$ cat src/design/dmct_pkg.sv
// Package for the debounced multi-click toggle block.
// Holds the transfer payload types, configuration types and register indexes.
// No dependencies.
package dmct_pkg;

   localparam int unsigned TIME_W  = 32;
   localparam int unsigned MS_W    = 16;
   localparam int unsigned COUNT_W = 4;
   localparam int unsigned CSR_W   = 16;

   typedef enum logic [1:0] {
      CSR_DEBOUNCE_MS     = 2'd0,
      CSR_CLICK_WINDOW_MS = 2'd1,
      CSR_CLICKS_TO_TOGGLE = 2'd2,
      CSR_BOOT_ENABLED    = 2'd3
   } csr_index_type;

   localparam logic [MS_W-1:0]    RST_DEBOUNCE_MS     = 16'd30;
   localparam logic [MS_W-1:0]    RST_CLICK_WINDOW_MS = 16'd600;
   localparam logic [COUNT_W-1:0] RST_CLICKS_TO_TOGGLE = 4'd3;
   localparam logic               RST_BOOT_ENABLED    = 1'b0;

   typedef struct packed {
      logic [TIME_W-1:0] now_ms;
      logic              button_released;
      logic              allow_toggle;
   } req_type;

   typedef struct packed {
      logic               requested_enabled;
      logic               toggled;
      logic               stable_released;
      logic [COUNT_W-1:0] click_tally;
   } rsp_type;

   typedef struct packed {
      logic [MS_W-1:0]    debounce_ms;
      logic [MS_W-1:0]    click_window_ms;
      logic [COUNT_W-1:0] clicks_to_toggle;
      logic               boot_enabled;
   } cfg_type;

endpackage

$ cat src/design/dmct_csr.sv
// Configuration registers of the debounced multi-click toggle block.
// Depends on dmct_pkg.
module dmct_csr (
   input  logic                          clock,
   input  logic                          reset,
   input  logic                          csr_we,
   input  dmct_pkg::csr_index_type       csr_index,
   input  logic [dmct_pkg::CSR_W-1:0]    csr_wdata,
   output dmct_pkg::cfg_type             cfg
);

   dmct_pkg::cfg_type cfg_ff;
   dmct_pkg::cfg_type cfg_in;

   always_comb begin
      cfg_in = cfg_ff;
      if (csr_we) begin
         case (csr_index)
            dmct_pkg::CSR_DEBOUNCE_MS: begin
               cfg_in.debounce_ms = csr_wdata[dmct_pkg::MS_W-1:0];
            end
            dmct_pkg::CSR_CLICK_WINDOW_MS: begin
               cfg_in.click_window_ms = csr_wdata[dmct_pkg::MS_W-1:0];
            end
            dmct_pkg::CSR_CLICKS_TO_TOGGLE: begin
               cfg_in.clicks_to_toggle = csr_wdata[dmct_pkg::COUNT_W-1:0];
            end
            dmct_pkg::CSR_BOOT_ENABLED: begin
               cfg_in.boot_enabled = csr_wdata[0];
            end
            default: begin
               cfg_in = cfg_ff;
            end
         endcase
      end
   end

   always_ff @(posedge clock) begin
      if (reset) begin
         cfg_ff.debounce_ms      <= dmct_pkg::RST_DEBOUNCE_MS;
         cfg_ff.click_window_ms  <= dmct_pkg::RST_CLICK_WINDOW_MS;
         cfg_ff.clicks_to_toggle <= dmct_pkg::RST_CLICKS_TO_TOGGLE;
         cfg_ff.boot_enabled     <= dmct_pkg::RST_BOOT_ENABLED;
      end else begin
         cfg_ff <= cfg_in;
      end
   end

   assign cfg = cfg_ff;

endmodule

$ cat src/design/dmct_poll.sv
// Debounce and click-run state with its single-pass next-state logic.
// Depends on dmct_pkg.
module dmct_poll (
   input  logic              clock,
   input  logic              reset,
   input  logic              advance,
   input  dmct_pkg::req_type item,
   input  dmct_pkg::cfg_type cfg,
   output dmct_pkg::rsp_type result
);

   logic                             sampled_ff, sampled_in;
   logic                             stable_ff, stable_in;
   logic                             last_stable_ff, last_stable_in;
   logic [dmct_pkg::TIME_W-1:0]      change_time_ff, change_time_in;
   logic [dmct_pkg::COUNT_W-1:0]     count_ff, count_in;
   logic [dmct_pkg::TIME_W-1:0]      window_ff, window_in;
   logic                             flip_ff, flip_in;

   logic [dmct_pkg::TIME_W-1:0]      held;
   logic [dmct_pkg::TIME_W-1:0]      window_age;
   logic [dmct_pkg::COUNT_W-1:0]     count_base;
   logic [dmct_pkg::COUNT_W-1:0]     count_inc;
   logic                             flipped;

   always_comb begin
      sampled_in     = item.button_released;
      change_time_in = (item.button_released != sampled_ff) ? item.now_ms : change_time_ff;
      stable_in      = stable_ff;
      last_stable_in = last_stable_ff;
      count_in       = count_ff;
      window_in      = window_ff;
      flip_in        = flip_ff;
      flipped        = 1'b0;
      count_base     = count_ff;
      count_inc      = '0;
      held           = item.now_ms - change_time_in;
      window_age     = item.now_ms - window_ff;
      if (held >= {{(dmct_pkg::TIME_W-dmct_pkg::MS_W){1'b0}}, cfg.debounce_ms}
          && stable_ff != sampled_in) begin
         stable_in      = sampled_in;
         last_stable_in = sampled_in;
         if (sampled_in && !last_stable_ff) begin
            if (count_ff == '0 || window_age >
                {{(dmct_pkg::TIME_W-dmct_pkg::MS_W){1'b0}}, cfg.click_window_ms}) begin
               window_in  = item.now_ms;
               count_base = '0;
            end
            count_inc = count_base + dmct_pkg::COUNT_W'(1);
            if (count_inc >= cfg.clicks_to_toggle) begin
               if (item.allow_toggle) begin
                  flip_in = !flip_ff;
                  flipped = 1'b1;
               end
               count_in = '0;
            end else begin
               count_in = count_inc;
            end
         end
      end
   end

   always_ff @(posedge clock) begin
      if (reset) begin
         sampled_ff     <= 1'b1;
         stable_ff      <= 1'b1;
         last_stable_ff <= 1'b1;
         change_time_ff <= '0;
         count_ff       <= '0;
         window_ff      <= '0;
         flip_ff        <= 1'b0;
      end else if (advance) begin
         sampled_ff     <= sampled_in;
         stable_ff      <= stable_in;
         last_stable_ff <= last_stable_in;
         change_time_ff <= change_time_in;
         count_ff       <= count_in;
         window_ff      <= window_in;
         flip_ff        <= flip_in;
      end
   end

   always_comb begin
      result.requested_enabled = cfg.boot_enabled ^ flip_in;
      result.toggled           = flipped;
      result.stable_released   = stable_in;
      result.click_tally       = count_in;
   end

endmodule

$ cat src/design/debounced_multi_click_toggle_top.sv
// Top level of the debounced multi-click toggle block.
// Depends on dmct_pkg, dmct_csr and dmct_poll.
//
// Takes one poll per clock cycle while the result side is not stalled and returns
// exactly one result per poll: the poll is held in an input register, the
// debounce and click logic runs in a single pass from it into the result
// register, and state updates as the result is loaded. Throughput is set by
// that one register-to-register pass.
// A stalled result keeps its register; the input register still takes one
// poll while it is empty, and the input then stalls until the result leaves.
// Reset restores the configuration defaults (30 ms debounce, 600 ms window,
// three clicks, flag off) and the released button state.
module debounced_multi_click_toggle_top (
   input  logic                          clock,
   input  logic                          reset,
   input  logic                          req_valid,
   output logic                          req_ready,
   input  dmct_pkg::req_type             req_data,
   output logic                          rsp_valid,
   input  logic                          rsp_ready,
   output dmct_pkg::rsp_type             rsp_data,
   input  logic                          csr_we,
   input  dmct_pkg::csr_index_type       csr_index,
   input  logic [dmct_pkg::CSR_W-1:0]    csr_wdata
);

   dmct_pkg::cfg_type cfg;
   dmct_pkg::req_type item_ff;
   dmct_pkg::rsp_type result;
   dmct_pkg::rsp_type rsp_ff;
   logic              item_valid_ff;
   logic              rsp_valid_ff;
   logic              advance;

   dmct_csr u_csr (
      .clock     (clock),
      .reset     (reset),
      .csr_we    (csr_we),
      .csr_index (csr_index),
      .csr_wdata (csr_wdata),
      .cfg       (cfg)
   );

   dmct_poll u_poll (
      .clock   (clock),
      .reset   (reset),
      .advance (advance),
      .item    (item_ff),
      .cfg     (cfg),
      .result  (result)
   );

   assign advance   = item_valid_ff && (!rsp_valid_ff || rsp_ready);
   assign req_ready = !item_valid_ff || advance;

   always_ff @(posedge clock) begin
      if (reset) begin
         item_valid_ff <= 1'b0;
         rsp_valid_ff  <= 1'b0;
      end else begin
         if (req_ready) begin
            item_valid_ff <= req_valid;
         end
         if (advance) begin
            rsp_valid_ff <= 1'b1;
         end else if (rsp_ready) begin
            rsp_valid_ff <= 1'b0;
         end
      end
   end

   always_ff @(posedge clock) begin
      if (req_ready && req_valid) begin
         item_ff <= req_data;
      end
      if (advance) begin
         rsp_ff <= result;
      end
   end

   assign rsp_valid = rsp_valid_ff;
   assign rsp_data  = rsp_ff;

endmodule

$ cat config.mk
export PLATFORM = sky130hd
export DESIGN_NAME = debounced_multi_click_toggle_top
export DESIGN_NICKNAME = d
export VERILOG_FILES = /design/src/design/dmct_pkg.sv /design/src/design/dmct_csr.sv /design/src/design/dmct_poll.sv /design/src/design/debounced_multi_click_toggle_top.sv
export SDC_FILE = /design/constraint.sdc
export NUM_CORES = 1
export LEC_CHECK = 0
export BUFFER_PORTS_ARGS = -buffer_cell sky130_fd_sc_hd__buf_2
export CAP_MARGIN = 20
export CORE_AREA = 2 2 152 154
export DETAILED_ROUTE_END_ITERATION = 8
export DIE_AREA = 0 0 154 156
export PLACE_DENSITY = 0.68
export SYNTH_ARGS = -nofsm -noshare
export SYNTH_HDL_FRONTEND = slang
export SYNTH_SLANG_ARGS = --single-unit
$ cat constraint.sdc
create_clock -name clock -period 7 [get_ports clock]
set_input_delay 0.7 -clock clock [delete_from_list [all_inputs] [get_ports clock]]
set_output_delay 0.7 -clock clock [all_outputs]
set_load 0.01 [all_outputs]
### Yosys cells after proc, flatten, opt, wreduce, memory -nomap -nowiden

Cells that the tools add are included.

| operators by class | value |
|---|---|
| equality and inequality tests | 5 |
| muxes and demuxes | 15 |
| multiply operators | 0 |
| reduce and logical (&&, ||, !) cells | 21 |
| add/subtract/negate cells | 3 |
| magnitude comparators | 3 |
| shifts and indexed selects | 0 |
| divide/modulo/power cells | 0 |
| bitwise logic cells | 1 |

Operators by type and width:

| operator | number |
|---|---|
| subtractor 32 bit | 2 |
| greater-or-equal comparator 32 x 16 -> 1 bit | 1 |
| greater-than comparator 32 x 16 -> 1 bit | 1 |
| 2-to-1 mux 32 bit | 1 |
| 2-to-1 mux 4 bit | 6 |
| AND reduction 2 bit | 5 |
| 2-to-1 mux 1 bit | 8 |
| adder 4 x 1 -> 4 bit, second input constant | 1 |
| == test 2 bit, second input constant | 2 |
| greater-or-equal comparator 4 bit | 1 |
| logical AND 1 bit | 4 |
| zero test 1 bit | 4 |
| zero test 4 bit | 1 |
| AND reduction 4 bit | 1 |
| logical OR 1 bit | 3 |
| AND reduction 3 bit | 1 |
| == test 2 x 1 -> 1 bit, second input constant | 1 |
| zero test 2 bit | 1 |
| inequality test 1 bit | 2 |
| nonzero test 2 bit | 1 |
| XOR 1 bit | 1 |

| storage, ports and cells | value |
|---|---|
| bits in read-only memories | 0 |
| RAM bits | 0 |
| bits of input ports | 57 |
| latch bits | 0 |
| logic and storage cells | 68 |
| flip-flop bits (word level) | 152 |
| memories | 0 |

### Depth between registers and ports, before layout

Gate-level depths: netlist of the first run.

| depth | value |
|---|---|
| word-level depth | 12 |
| mapped depth | 30 |
| gate-level depth less buffers | 30 |

### By module

A second synthesis of the first run with hierarchy kept.

| unflattened totals | value |
|---|---|
| cell total of the unflattened synthesis | 1,370 |
| area total of the unflattened synthesis | 11,433.5 µm² |

By module, submodules not included:

| module | area an instance (µm²) | times used | sequential area each (µm²) | cells each |
|---|---|---|---|---|
| dmct_poll | 8,559.5 | 1 | 1,441.4 | 1,170 |
| dmct_csr | 1,539.0 | 1 | 740.7 | 149 |
| debounced_multi_click_toggle_top | 1,335.0 | 1 | 1,271.2 | 51 |

### Worst setup path after synthesis of the first run

OpenSTA, ideal clock, no wires.

| timing | value |
|---|---|
| kind | flip-flop to flip-flop |
| start | register item_ff[3] (netlist name) |
| end | register u_poll.count_ff[2] (netlist name) |
| arrival | 6.894 ns |
| buffers on the path | 0 |
| stages on the path, launching flop included | 29 |
| setup slack | 0.031 ns |
| period minus slack after synthesis | 6.969 ns |
| required time | 6.926 ns |
| setup time | 0.074 ns |
| cells stage by stage | edfxtp_1 ha_1 nor2b_1 o31ai_1 nand2_1 and3_1 nor2b_1 o21bai_1 a21oi_1 xnor2_1 ha_1 nand4_1 nor2_1 a2111oi_0 or3b_1 a2111oi_1 or3b_1 or4b_1 or3_4 nor3_4 and2_1 ha_1 ha_1 a21o_1 a21o_1 a21oi_1 inv_1 or4_1 a31oi_1 |

| between the ends | value |
|---|---|
| longest elaborated chain between the ends | 11 |

Ends and longest elaborated chain:

| element | line | text |
|---|---|---|
| from (decl) | debounced_multi_click_toggle_top.sv:28 | `dmct_pkg::req_type item_ff;` |
| from (signal assigned) | debounced_multi_click_toggle_top.sv:74 | `item_ff <= req_data;` |
| subtractor 32 bit | dmct_poll.sv:38 | `window_age = item.now_ms - window_ff;` |
| greater-than comparator 32 x 16 -> 1 bit | dmct_poll.sv:44 | `if (count_ff == '0 \|\| window_age >` |
| logical OR 1 bit | dmct_poll.sv:44 |  |
| 2-to-1 mux 4 bit | dmct_poll.sv:44 |  |
| 2-to-1 mux 4 bit | dmct_poll.sv:43 | `if (sampled_in && !last_stable_ff) begin` |
| 2-to-1 mux 4 bit | dmct_poll.sv:39 | `if (held >= {{(dmct_pkg::TIME_W-dmct_pkg::MS_W){1'b0}}, cfg.debounce_ms}` |
| adder 4 x 1 -> 4 bit | dmct_poll.sv:49 | `count_inc = count_base + dmct_pkg::COUNT_W'(1);` |
| greater-or-equal comparator 4 bit | dmct_poll.sv:50 | `if (count_inc >= cfg.clicks_to_toggle) begin` |
| 2-to-1 mux 4 bit | dmct_poll.sv:50 |  |
| 2-to-1 mux 4 bit | dmct_poll.sv:43 |  |
| 2-to-1 mux 4 bit * | dmct_poll.sv:39 |  |
| to (signal assigned) | dmct_poll.sv:77 | `count_ff <= count_in;` |
| to (decl) | dmct_poll.sv:16 | `logic [dmct_pkg::COUNT_W-1:0] count_ff, count_in;` |

Every way passes the cells marked *; elsewhere a longest branch is shown, timed or not. The select of a mux whose other input is x is not followed.
A chain may end at the register's enable or synchronous reset.

### Final worst setup path of the first run

| timing | value |
|---|---|
| start | register item_ff[6] (netlist name) |
| end | register u_poll.count_ff[2] (netlist name) |

Same word-level chain as after synthesis.

==> summary.md, run 1 <==
| Metric | Value |
|---|---|
| Critical Path Start | `item_ff[6]` |
| Final setup fails | `0` |
| Std-Cell Rows | `55` |
| Highest metal layer with signal wires | `met4` |
| Ratio of total power to cell area | `208.7 nW/um2` |
| Cell types with the largest area share after synthesis | `sky130_fd_sc_hd__dfxtp_1 (20%), sky130_fd_sc_hd__ha_1 (11%), sky130_fd_sc_hd__edfxtp_1 (11%)` |
| Final critical delay including setup and external delays | `6.979 ns` |
| Async SR Flop Fraction | `0` |
| Most common cell in the synthesized netlist | `sky130_fd_sc_hd__nand2_1` |
| Share of the synthesized area in the top cell type | `0.2014` |
| Critical path's most frequent cell | `sky130_fd_sc_hd__ha_4` |
| Worst ir drop on vdd | `0.1837 mV` |
| GRT overflow | `0` |
| Clock sink total | `152` |
| Area delta synth->final | `15.82%` |
| Top cell type by total area after synthesis | `sky130_fd_sc_hd__dfxtp_1` |
| Storage element area | `3453 um2` |
| Most used DFF post-synth | `sky130_fd_sc_hd__dfxtp_1` |
| Crit share post-route | `0.9970` |
| Number of enable flip-flop cells after synthesis | `41` |
| Initial antenna violation count | `0` |
| Design Area, Final | `12780 um2` |
| Number of pins with negative max-slew slack in the final report | `0` |
| Flip-flop and latch count after synthesis | `152` |
| Share of layout cells above drive strength 1 | `0.1382` |
| Crit path launch type | `register` |
| Placed Area | `11860 um2` |
| Total area of multi-input combinational cells | `7234 um2` |
| DRC violation count after routing | `0` |
| Num CTS Buffers | `17` |
| Top-level I/O count | `66` |
| Number of warnings reported in the yosys synthesis log | `0` |
| Worst rel slew slack | `0.2397` |
| Vias in the first global route | `9230` |
| Root Buffer Master | `sky130_fd_sc_hd__clkbuf_16` |
| Length of routed met2 wiring | `13.67 mm` |
| DRT iter0 DRCs | `929` |
| Number of cells produced by synthesis | `1334` |
| Hold Startpoint | `req_data[12]` |
| Worst endpoint data arrival time | `7.34 ns` |
| Critical path data required time | `7.36 ns` |
| Fmax | `143.3 MHz` |
| Initial Utilization | `0.4934` |
| Global-route total usage across every layer | `0.2469` |
| Number of nets in the synthesized netlist | `1492` |
| Most common library cells after synthesis | `sky130_fd_sc_hd__nand2_1 (157), sky130_fd_sc_hd__a21oi_1 (120), sky130_fd_sc_hd__dfxtp_1 (111)` |
| Largest net degree at the start of global routing | `89` |
| Final worst hold slack | `0.4331 ns` |
| Buf+Inv Stages, Crit Path | `2` |
| Highest cell delay on the worst timing path | `0.50 ns` |
| HPWL after detailed placement | `22.44 mm` |
| Number of nets at the end of the flow | `1578` |
| Crit Path Class | `reg -> reg` |
| Cell variety after synth | `74` |
| Final wirelength | `29.88 mm` |
| GPL Wtd Cong | `0.9560` |
| Critical-path cell with the highest stage delay | `sky130_fd_sc_hd__or4b_1` |
| Worst slew pin tran | `1.112 ns` |
| Core ar. | `22370 um2` |
| Leak pwr | `0.005015 uW` |
| Quantity of I/O buffers inserted on ports | `65` |
| Seq/Total Area, Yosys | `0.3130` |
| Class of the tightest hold or removal check | `in -> reg` |
| Hold Violations, Final | `0` |
| Origin of the critical flop-to-flop path | `item_ff[6]` |
| Clock latency on the worst-skew pair | `0.44 ns` |
| Count of hold-fix buffers inserted at cts | `0` |
| Crit path capture type | `register` |
| Clock tree from TritonCTS | `done` |
| Routed wl met3 | `1.586 mm` |
| Maximum clock path buffer count | `2` |
| Layout Skew | `0.01096 ns` |
| Count of max-cap constraint violations | `0` |
| Drt pass-1 iters | `5` |
| Total vias in the final route | `10030` |
| H-tree Lvls | `4` |
| Syn_area_per_cell | `8.272 um2` |
| Die Outline Area | `24020 um2` |
| Die Height | `156 um` |
| Mapped cell area | `11030 um2` |
| Clk pin slew, worst setup/hold paths | `0.07 ns` |
| Critical path fanouts, max | `5` |
| Antenna diode count | `0` |
| RSZ-0062 raised after global routing | `yes` |
| Critical path's top delay family | `simple AND/OR/NAND/NOR gates` |
| WL met1 | `13.92 mm` |
| Drt wl/cell | `17.39 um` |
| Detailed-route vias per instance | `5.839` |
| Accumulated negative setup slack | `0 ns` |
| Filler cells | `2028` |
| Core Util, Final | `0.5714` |
| Status | `complete, no violations` |
| Width of the die | `154 um` |
| Worst path setup slack after routing | `0.02082 ns` |
| Wire length of the first global-routing pass | `47.29 mm` |
| Post-placement worst setup slack | `-0.1617 ns` |
| Post-route ant nets | `0` |
through the flow:
stage	instances	power, uW
after floorplan	1334	1502
after global routing	1718	2804
final	1718	2667
after global placement	1671	1685
after detailed placement	1671	1696
after CTS	1706	2662
metal layers:
| metal | GRT usage | vias up |
|---|---|---|
| met5 | 0 | - |
| met4 | 0.08233 | 0 |
| met3 | 0.03806 | 54 |
| met2 | 0.3957 | 310 |
| met1 | 0.3414 | 4679 |
| li1 | - | 4989 |
flip-flops by register name, summed over array words and instances, names as in the netlist:
| signal | flops |
|---|---|
| u_poll.last_stable_ff | 1 |
| u_poll.sampled_ff | 1 |
| u_poll.count_ff | 4 |
| item_valid_ff | 1 |
| rsp_valid | 1 |
| u_poll.stable_ff | 1 |
| u_csr.cfg | 37 |
| u_poll.change_time_ff | 32 |
| u_poll.window_ff | 32 |
| rsp_data | 7 |
| item_ff | 34 |
| u_poll.flip_ff | 1 |
worst reg2reg max path: stages, from the launching register on:
cell	delay (ns)
sky130_fd_sc_hd__edfxtp_1	0.44
sky130_fd_sc_hd__ha_4	0.30
sky130_fd_sc_hd__o211a_1	0.19
sky130_fd_sc_hd__o31ai_4	0.08
sky130_fd_sc_hd__a311o_1	0.43
sky130_fd_sc_hd__a211oi_2	0.34
sky130_fd_sc_hd__nor2_1	0.09
sky130_fd_sc_hd__xnor2_1	0.14
sky130_fd_sc_hd__ha_1	0.31
sky130_fd_sc_hd__nand4_1	0.12
sky130_fd_sc_hd__nor2_1	0.07
sky130_fd_sc_hd__a2111oi_2	0.28
sky130_fd_sc_hd__or3b_4	0.43
sky130_fd_sc_hd__a2111oi_4	0.29
sky130_fd_sc_hd__or3b_1	0.36
sky130_fd_sc_hd__or4b_1	0.50
sky130_fd_sc_hd__or3_4	0.42
sky130_fd_sc_hd__nor3_4	0.21
sky130_fd_sc_hd__and2_4	0.20
sky130_fd_sc_hd__ha_4	0.21
sky130_fd_sc_hd__ha_4	0.23
sky130_fd_sc_hd__a21o_1	0.14
sky130_fd_sc_hd__a21o_1	0.16
sky130_fd_sc_hd__a21oi_2	0.13
sky130_fd_sc_hd__buf_6	0.14
sky130_fd_sc_hd__inv_4	0.04
sky130_fd_sc_hd__or4_1	0.49
sky130_fd_sc_hd__a31oi_1	0.16
worst paths after layout:
path / to / slack [ns] / cells after the start
worst max-delay path: u_poll.count_ff[2] / 0.02 / 27
worst min-delay path: item_ff[12] / 0.43 / 1
worst max register to register: u_poll.count_ff[2] / 0.02 / 27
worst min register to register: u_poll.change_time_ff[3] / 0.45 / 2
cell type report:
class / count / area share
flip-flops and latches: 152 / 0.2702
clock buffers: 22 / 0.04141
clock inverters: 10 / 0.007049
well taps: 285 / 0.02790
inverters: 83 / 0.02457
repair buffers: 125 / 0.06276
multi-input cells: 1041 / 0.5661
cells in the final DEF, fill, tap and decap left out, drive strengths merged, types with 24 or more instances in the layout:
cell type,netlist,routed
a21o,31,31
buf,9,125
ha,99,99
mux2i,72,72
nand2b,74,74
edfxtp,41,41
a21oi,120,120
nand2,157,157
nor2,91,91
dfxtp,111,111
xnor2,24,24
o21ai,56,56
a211oi,29,29
inv,83,92
report_power, final:
part	internal (uW)	switching, uW
Sequential	939	27.6
Clock	552	408
Combinational	302	438
kinds of logic (layout without fill, tap and decap cells):
logic type	Yosys count	in the layout	synth area share
fa+ha+maj	101	101	0.1159
simple gates	471	471	0.2152
xor+xnor	41	41	0.03254
compound gates	351	351	0.2029
mux	77	77	0.07042
flops	152	152	0.3130
buf+inv	141	240	0.05012
what timing repair did:
item                                    4_1_cts  5_1_grt
buffers inserted                              3       11
endpoints found under the setup margin        5       11
resized for setup                             6       33
pin swaps                                     3       35
(Power assumes the default switching activity.)
==> run 2, diff against run 1 <==
--- a/config.mk
+++ b/config.mk
@@ -5,11 +5,12 @@
 export SDC_FILE = /design/constraint.sdc
 export NUM_CORES = 1
 export LEC_CHECK = 0
+export ABC_AREA = 1
 export BUFFER_PORTS_ARGS = -buffer_cell sky130_fd_sc_hd__buf_2
 export CAP_MARGIN = 20
-export CORE_AREA = 2 2 152 154
+export CORE_AREA = 2 2 158 160
 export DETAILED_ROUTE_END_ITERATION = 8
-export DIE_AREA = 0 0 154 156
+export DIE_AREA = 0 0 160 162
 export PLACE_DENSITY = 0.68
 export SYNTH_ARGS = -nofsm -noshare
 export SYNTH_HDL_FRONTEND = slang
==> run 2 against run 1 <==
Final cell count up 32%; die area is 7.9% higher; non-clock buffer count decreased by 57; critical path depth grew 11; largest cell class unchanged; largest power group unchanged.
==> summary.md, run 2 <==
| Metric | Value |
|---|---|
| Final critical delay including setup and external delays | `5.694 ns` |
| Accumulated negative setup slack | `0 ns` |
| Critical path's most frequent cell | `sky130_fd_sc_hd__nand2_1` |
| Ratio of total power to cell area | `208.9 nW/um2` |
| Detailed-route vias per instance | `4.933` |
| Fmax | `175.6 MHz` |
| Worst rel slew slack | `0.2923` |
| Cell internal pwr | `1770 uW` |
| Drt wl/cell | `13.93 um` |
| Mapped cell area | `11900 um2` |
| Length of routed met2 wiring | `13.96 mm` |
| Post-placement worst setup slack | `1.430 ns` |
| Post-CTS setup repair buffer count | `0` |
| Total instance count after detailed placement | `2235` |
| Final wirelength | `31.59 mm` |
| Count of max-cap constraint violations | `0` |
| Critical-path cell with the highest stage delay | `sky130_fd_sc_hd__edfxtp_1` |
| Max FFs per register | `37` |
| Initial Utilization | `0.4936` |
| Antenna diode count | `0` |
| Clk pin slew, worst setup/hold paths | `0.08 ns` |
| Die Outline Area | `25920 um2` |
| Cell types with the largest area share after synthesis | `sky130_fd_sc_hd__nand2_1 (20%), sky130_fd_sc_hd__dfxtp_1 (19%), sky130_fd_sc_hd__inv_1 (12%)` |
| Number of enable flip-flop cells after synthesis | `41` |
| Std-Cell Rows | `57` |
| Highest cell delay on the worst timing path | `0.53 ns` |
| Final standard cell count with taps included and fillers excluded | `2267` |
| Worst path setup slack after routing | `1.306 ns` |
| Number of pins with negative max-slew slack in the final report | `0` |
| GRT overflow | `0` |
| Drt pass-1 iters | `7` |
| Top cell type by total area after synthesis | `sky130_fd_sc_hd__nand2_1` |
| Vias in the first global route | `9887` |
| Crit path launch type | `register` |
| RSZ-0062 raised after global routing | `no` |
| Area delta synth->final | `10.08%` |
| GPL Wtd Cong | `0.9256` |
| Register share of total power | `0.360` |
| Worst ir drop on vdd | `0.1445 mV` |
| Class of the tightest hold or removal check | `in -> reg` |
| Num CTS Buffers | `17` |
| Number of nets at the end of the flow | `2088` |
| Fraction of power spent switching nets | `0.3530` |
| Clock Power Share | `0.346` |
| Flip-flop and latch count after synthesis | `152` |
| H-tree Lvls | `4` |
| Width of the die | `160 um` |
| Number of cells produced by synthesis | `1875` |
| Most used DFF post-synth | `sky130_fd_sc_hd__dfxtp_1` |
| Post-cts repair resize count | `0` |
| Critical path data required time | `7.18 ns` |
| Async SR Flop Fraction | `0` |
| Layout Skew | `0.01643 ns` |
| Root Buffer Master | `sky130_fd_sc_hd__clkbuf_16` |
| Net load switching power | `965.8 uW` |
| Maximum clock path buffer count | `2` |
| Seq/Total Area, Yosys | `0.2902` |
| Design Area, Final | `13100 um2` |
| Most common cell after layout, fill and taps aside | `sky130_fd_sc_hd__nand2_1` |
| Clock tree from TritonCTS | `done` |
| Cell variety after synth | `41` |
| Crit share post-route | `0.8134` |
| WL met1 | `15.24 mm` |
| DRC violation count after routing | `0` |
| HPWL after detailed placement | `25.26 mm` |
| Clock sink total | `152` |
| Top-level I/O count | `66` |
| Top library cells by usage in the layout, fill and taps aside | `sky130_fd_sc_hd__nand2_1 (647), sky130_fd_sc_hd__inv_1 (373), sky130_fd_sc_hd__nor2_1 (175)` |
| Routed wl met3 | `1.776 mm` |
| Highest metal layer with signal wires | `met4` |
| Number of nets in the synthesized netlist | `2033` |
| Global-route total usage across every layer | `0.2428` |
| Status | `complete, no violations` |
| DRT iter0 DRCs | `818` |
| Crit path capture type | `register` |
| Total vias in the final route | `11180` |
| Crit Path Class | `reg -> reg` |
| Quantity of I/O buffers inserted on ports | `65` |
| Most common cell in the synthesized netlist | `sky130_fd_sc_hd__nand2_1` |
| Wire length of the first global-routing pass | `50.11 mm` |
| Most common library cells after synthesis | `sky130_fd_sc_hd__nand2_1 (647), sky130_fd_sc_hd__inv_1 (374), sky130_fd_sc_hd__nor2_1 (175)` |
| Share of layout cells above drive strength 1 | `0.06897` |
| Hold Violations, Final | `0` |
| Core ar. | `24110 um2` |
| Worst endpoint data arrival time | `5.87 ns` |
| Number of warnings reported in the yosys synthesis log | `0` |
| Leak pwr | `0.007382 uW` |
| Die Height | `162 um` |
| Share of the synthesized area in the top cell type | `0.2041` |
| Count of hold-fix buffers inserted at cts | `0` |
| Syn_area_per_cell | `6.346 um2` |
| Post-route ant nets | `0` |
| Clock latency on the worst-skew pair | `0.43 ns` |
| Combinational cell fraction of total power | `0.293` |
| Placed Area | `12490 um2` |
| Final setup fails | `0` |
| Initial antenna violation count | `0` |
| Critical path fanouts, max | `5` |
| Worst slew pin tran | `1.058 ns` |
| Largest net degree at the start of global routing | `86` |
## run 2: worst max-delay path: cells and delay by family, from the launching register on
kind	cells	cell delay (ns)
buf+inv	5	0.50
flops	1	0.53
simple gates	22	2.22
fa+ha+maj	4	1.21
compound gates	5	0.62
xor+xnor	2	0.36
## run 2: area by class of cell
class	count	area (um2)
clock inverter	12	111.4
timing repair buffer	68	347.8
multi-input combinational	1309	6847
sequential	152	3453
inverter	382	1434
fill	2520	11010
clock buffer	20	500.5
tap	324	405.4
## run 2: final timing paths
check,startpoint,slack [ns],depth (start not counted),to
min,req_data[24],0.44,1,item_ff[24]
max,item_ff[3],1.31,38,rsp_data[6]
max reg2reg,item_ff[3],1.31,38,rsp_data[6]
min reg2reg,u_csr.cfg[32],0.47,2,u_csr.cfg[32]
## run 2: power groups by stage
stage | logic (uW) | clock network [uW] | registers [uW]
final | 803 | 948 | 985
after global placement | 779 | 0 | 1000
after CTS | 798 | 967 | 985
after floorplan | 595 | 0 | 992
after global routing | 915 | 1000 | 989
after detailed placement | 793 | 0 | 1000
## run 2: kinds of logic after synthesis
family,Yosys count,share of synthesized area
compound gates,184,0.08970
xor+xnor,34,0.02503
fa+ha+maj,101,0.1075
buf+inv,414,0.1344
flops,152,0.2902
mux,29,0.02440
simple gates,961,0.3288
## run 2: per-layer routing
layer / GRT usage / vias to the layer above
met3: 0.03473 / 38
met4: 0.06102 / 0
met5: 0 / -
met1: 0.3381 / 4924
li1: - / 5933
met2: 0.3983 / 288
## run 2: stage by stage
stage / power (uW) / hold slack [ns] / utilization
final: 2736 / 0.4400 / 0.5434
after detailed placement: 1797 / 0.4585 / 0.5180
after global placement: 1783 / 0.4532 / 0.5180
after global routing: 2908 / 0.4191 / 0.5434
after CTS: 2750 / 0.4214 / 0.5434
after floorplan: 1587 / 0.4353 / -
==> run 3, diff against run 2 <==
==> constraint.sdc (replaced) <==
create_clock -name clock -period 5.2 [get_ports clock]
set_input_delay 0.52 -clock clock [delete_from_list [all_inputs] [get_ports clock]]
set_output_delay 0.52 -clock clock [all_outputs]
set_load 0.01 [all_outputs]
==> run 3 against run 2 <==
Largest power group unchanged; power up 34%; hold slack worse by 0.18 ns; clock skew about the same; final cell count up 0.97%; largest cell class unchanged.
==> summary.md, run 3 (same netlist as run 2, synthesis figures left out) <==
| Metric | Value |
|---|---|
| Status | `complete, no violations` |
| Wire length of the first global-routing pass | `51.21 mm` |
| Total area of multi-input combinational cells | `7118 um2` |
| Worst slew pin tran | `1.058 ns` |
| Die Outline Area | `25920 um2` |
| GRT overflow | `0` |
| Clock latency on the worst-skew pair | `0.43 ns` |
| Top-level I/O count | `66` |
| Width of the die | `160 um` |
| Final setup fails | `0` |
| Largest net degree at the start of global routing | `77` |
| Antenna diode count | `0` |
| Clk pin slew, worst setup/hold paths | `0.07 ns` |
| DRC violation count after routing | `0` |
| Global-route total usage across every layer | `0.2467` |
| Worst path setup slack after routing | `0.2339 ns` |
| Leak pwr | `0.007470 uW` |
| Worst ir drop on vdd | `0.2151 mV` |
| Worst rel slew slack | `0.2935` |
| Origin of the critical flop-to-flop path | `item_ff[4]` |
| Count of max-cap constraint violations | `0` |
| Core Util, Final | `0.5597` |
| Number of nets at the end of the flow | `2110` |
| Drt wl/cell | `14.25 um` |
| Total vias in the final route | `11490` |
| Hold Startpoint | `req_data[22]` |
| Post-route ant nets | `0` |
| Die Height | `162 um` |
| Final wirelength | `32.63 mm` |
| Final critical delay including setup and external delays | `4.966 ns` |
| Vias in the first global route | `10280` |
| GPL Wtd Cong | `0.9366` |
| Critical path fanouts, max | `6` |
| Detailed-route vias per instance | `5.018` |
| Storage element area | `3453 um2` |
| Crit share post-route | `0.9550` |
| Critical path's most frequent cell | `sky130_fd_sc_hd__nand2_1` |
| Most common cell after layout, fill and taps aside | `sky130_fd_sc_hd__nand2_1` |
| Highest cell delay on the worst timing path | `0.44 ns` |
| Filler cells | `2413` |
| Clock sink total | `152` |
| Number of pins with negative max-slew slack in the final report | `0` |
| Num CTS Buffers | `17` |
| Quantity of I/O buffers inserted on ports | `65` |
| Post-placement worst setup slack | `0.1255 ns` |
| Critical-path cell with the highest stage delay | `sky130_fd_sc_hd__edfxtp_1` |
| Core ar. | `24110 um2` |
| Top library cells by usage in the layout, fill and taps aside | `sky130_fd_sc_hd__nand2_1 (636), sky130_fd_sc_hd__inv_1 (370), sky130_fd_sc_hd__nor2_1 (170)` |
| DRT iter0 DRCs | `764` |
| Initial Utilization | `0.4936` |
| Hold Violations, Final | `0` |
| Class of the tightest hold or removal check | `in -> reg` |
| Initial antenna violation count | `0` |
| Share of layout cells above drive strength 1 | `0.1018` |
| Crit Path Class | `reg -> reg` |
| HPWL after detailed placement | `25.50 mm` |
| Max FFs per register | `37` |
| Root Buffer Master | `sky130_fd_sc_hd__clkbuf_16` |
| Layout Skew | `0.01617 ns` |
| Area delta synth->final | `13.39%` |
| Drt pass-1 iters | `8` |
| Count of hold-fix buffers inserted at cts | `0` |
| Critical path data required time | `5.38 ns` |
| RSZ-0062 raised after global routing | `yes` |
| Ratio of total power to cell area | `272.5 nW/um2` |
| Clock tree from TritonCTS | `done` |
| Crit path capture type | `register` |
| Worst endpoint data arrival time | `5.14 ns` |
| Fmax | `201.4 MHz` |
| Final total power | `3676 uW` |
| Crit path launch type | `register` |
| H-tree Lvls | `4` |
| Maximum clock path buffer count | `2` |
| Std-Cell Rows | `57` |
| Critical Path Start | `item_ff[4]` |
run 3: changes by cell type in the layout (fill, tap and decap cells not counted), sizes merged:
| cell | delta |
|---|---|
| buf | +21 |
| clkbuf | -2 |
| nand2 | +1 |
| clkinvlp | +2 |
run 3: final timing paths:
path / to / slack [ns] / cells after the start
hold reg to reg: u_poll.last_stable_ff / 0.46 / 2
setup reg to reg: rsp_data[6] / 0.23 / 35
hold / removal: item_ff[22] / 0.26 / 1
setup / recovery: rsp_data[6] / 0.23 / 35
run 3: layout make-up:
cell class | instances | share of cell area
flip-flops and latches | 152 | 0.2560
repair buffers | 89 | 0.03747
clock buffers | 18 | 0.03339
well taps | 324 | 0.03005
multi-input cells | 1310 | 0.5276
clock inverters | 14 | 0.009274
inverters | 382 | 0.1063
run 3: repair_timing:
item,in CTS,in global routing
endpoints found under the setup margin,0,41
resized for setup,0,52
buffers inserted,0,17
run 3: per-stage QoR:
stage	cell area (um2)	TNS [ns]	cells	hold slack, ns
after CTS	13090	0	2271	0.2478
after detailed placement	12520	0	2239	0.4542
after floorplan	11900	0	1875	0.4353
final	13490	0	2289	0.2635
after global routing	13490	-1.036	2289	0.2473
after global placement	12520	0	2239	0.4508
run 3: layer usage:
layer | GRT usage | share of wire | vias up
li1 | - | - | 5958
met5 | 0 | 0 | -
met3 | 0.03524 | 0.057 | 60
met2 | 0.3989 | 0.44 | 347
met4 | 0.09132 | 0.034 | 0
met1 | 0.3368 | 0.47 | 5121
run 3: where the power goes:
group / total [uW] / switching (uW) / internal, uW / leakage [uW]
Clock: 1230 / 565 / 660 / 0.000280
Combinational: 1130 / 720 / 406 / 0.00588
Sequential: 1320 / 44.5 / 1280 / 0.00131
Total: 3680 / 1330 / 2350 / 0.00747
run 3: critical path, delay by kind of cell, from the launching register on:
family	cells	cell delay, ns
buffers and inverters	2	0.11
AND/OR/NAND/NOR	22	2.15
XOR/XNOR	2	0.33
flip-flops	1	0.44
adder cells (fa/ha/maj)	4	1.10
AO/OA/AOI/OAI	5	0.54
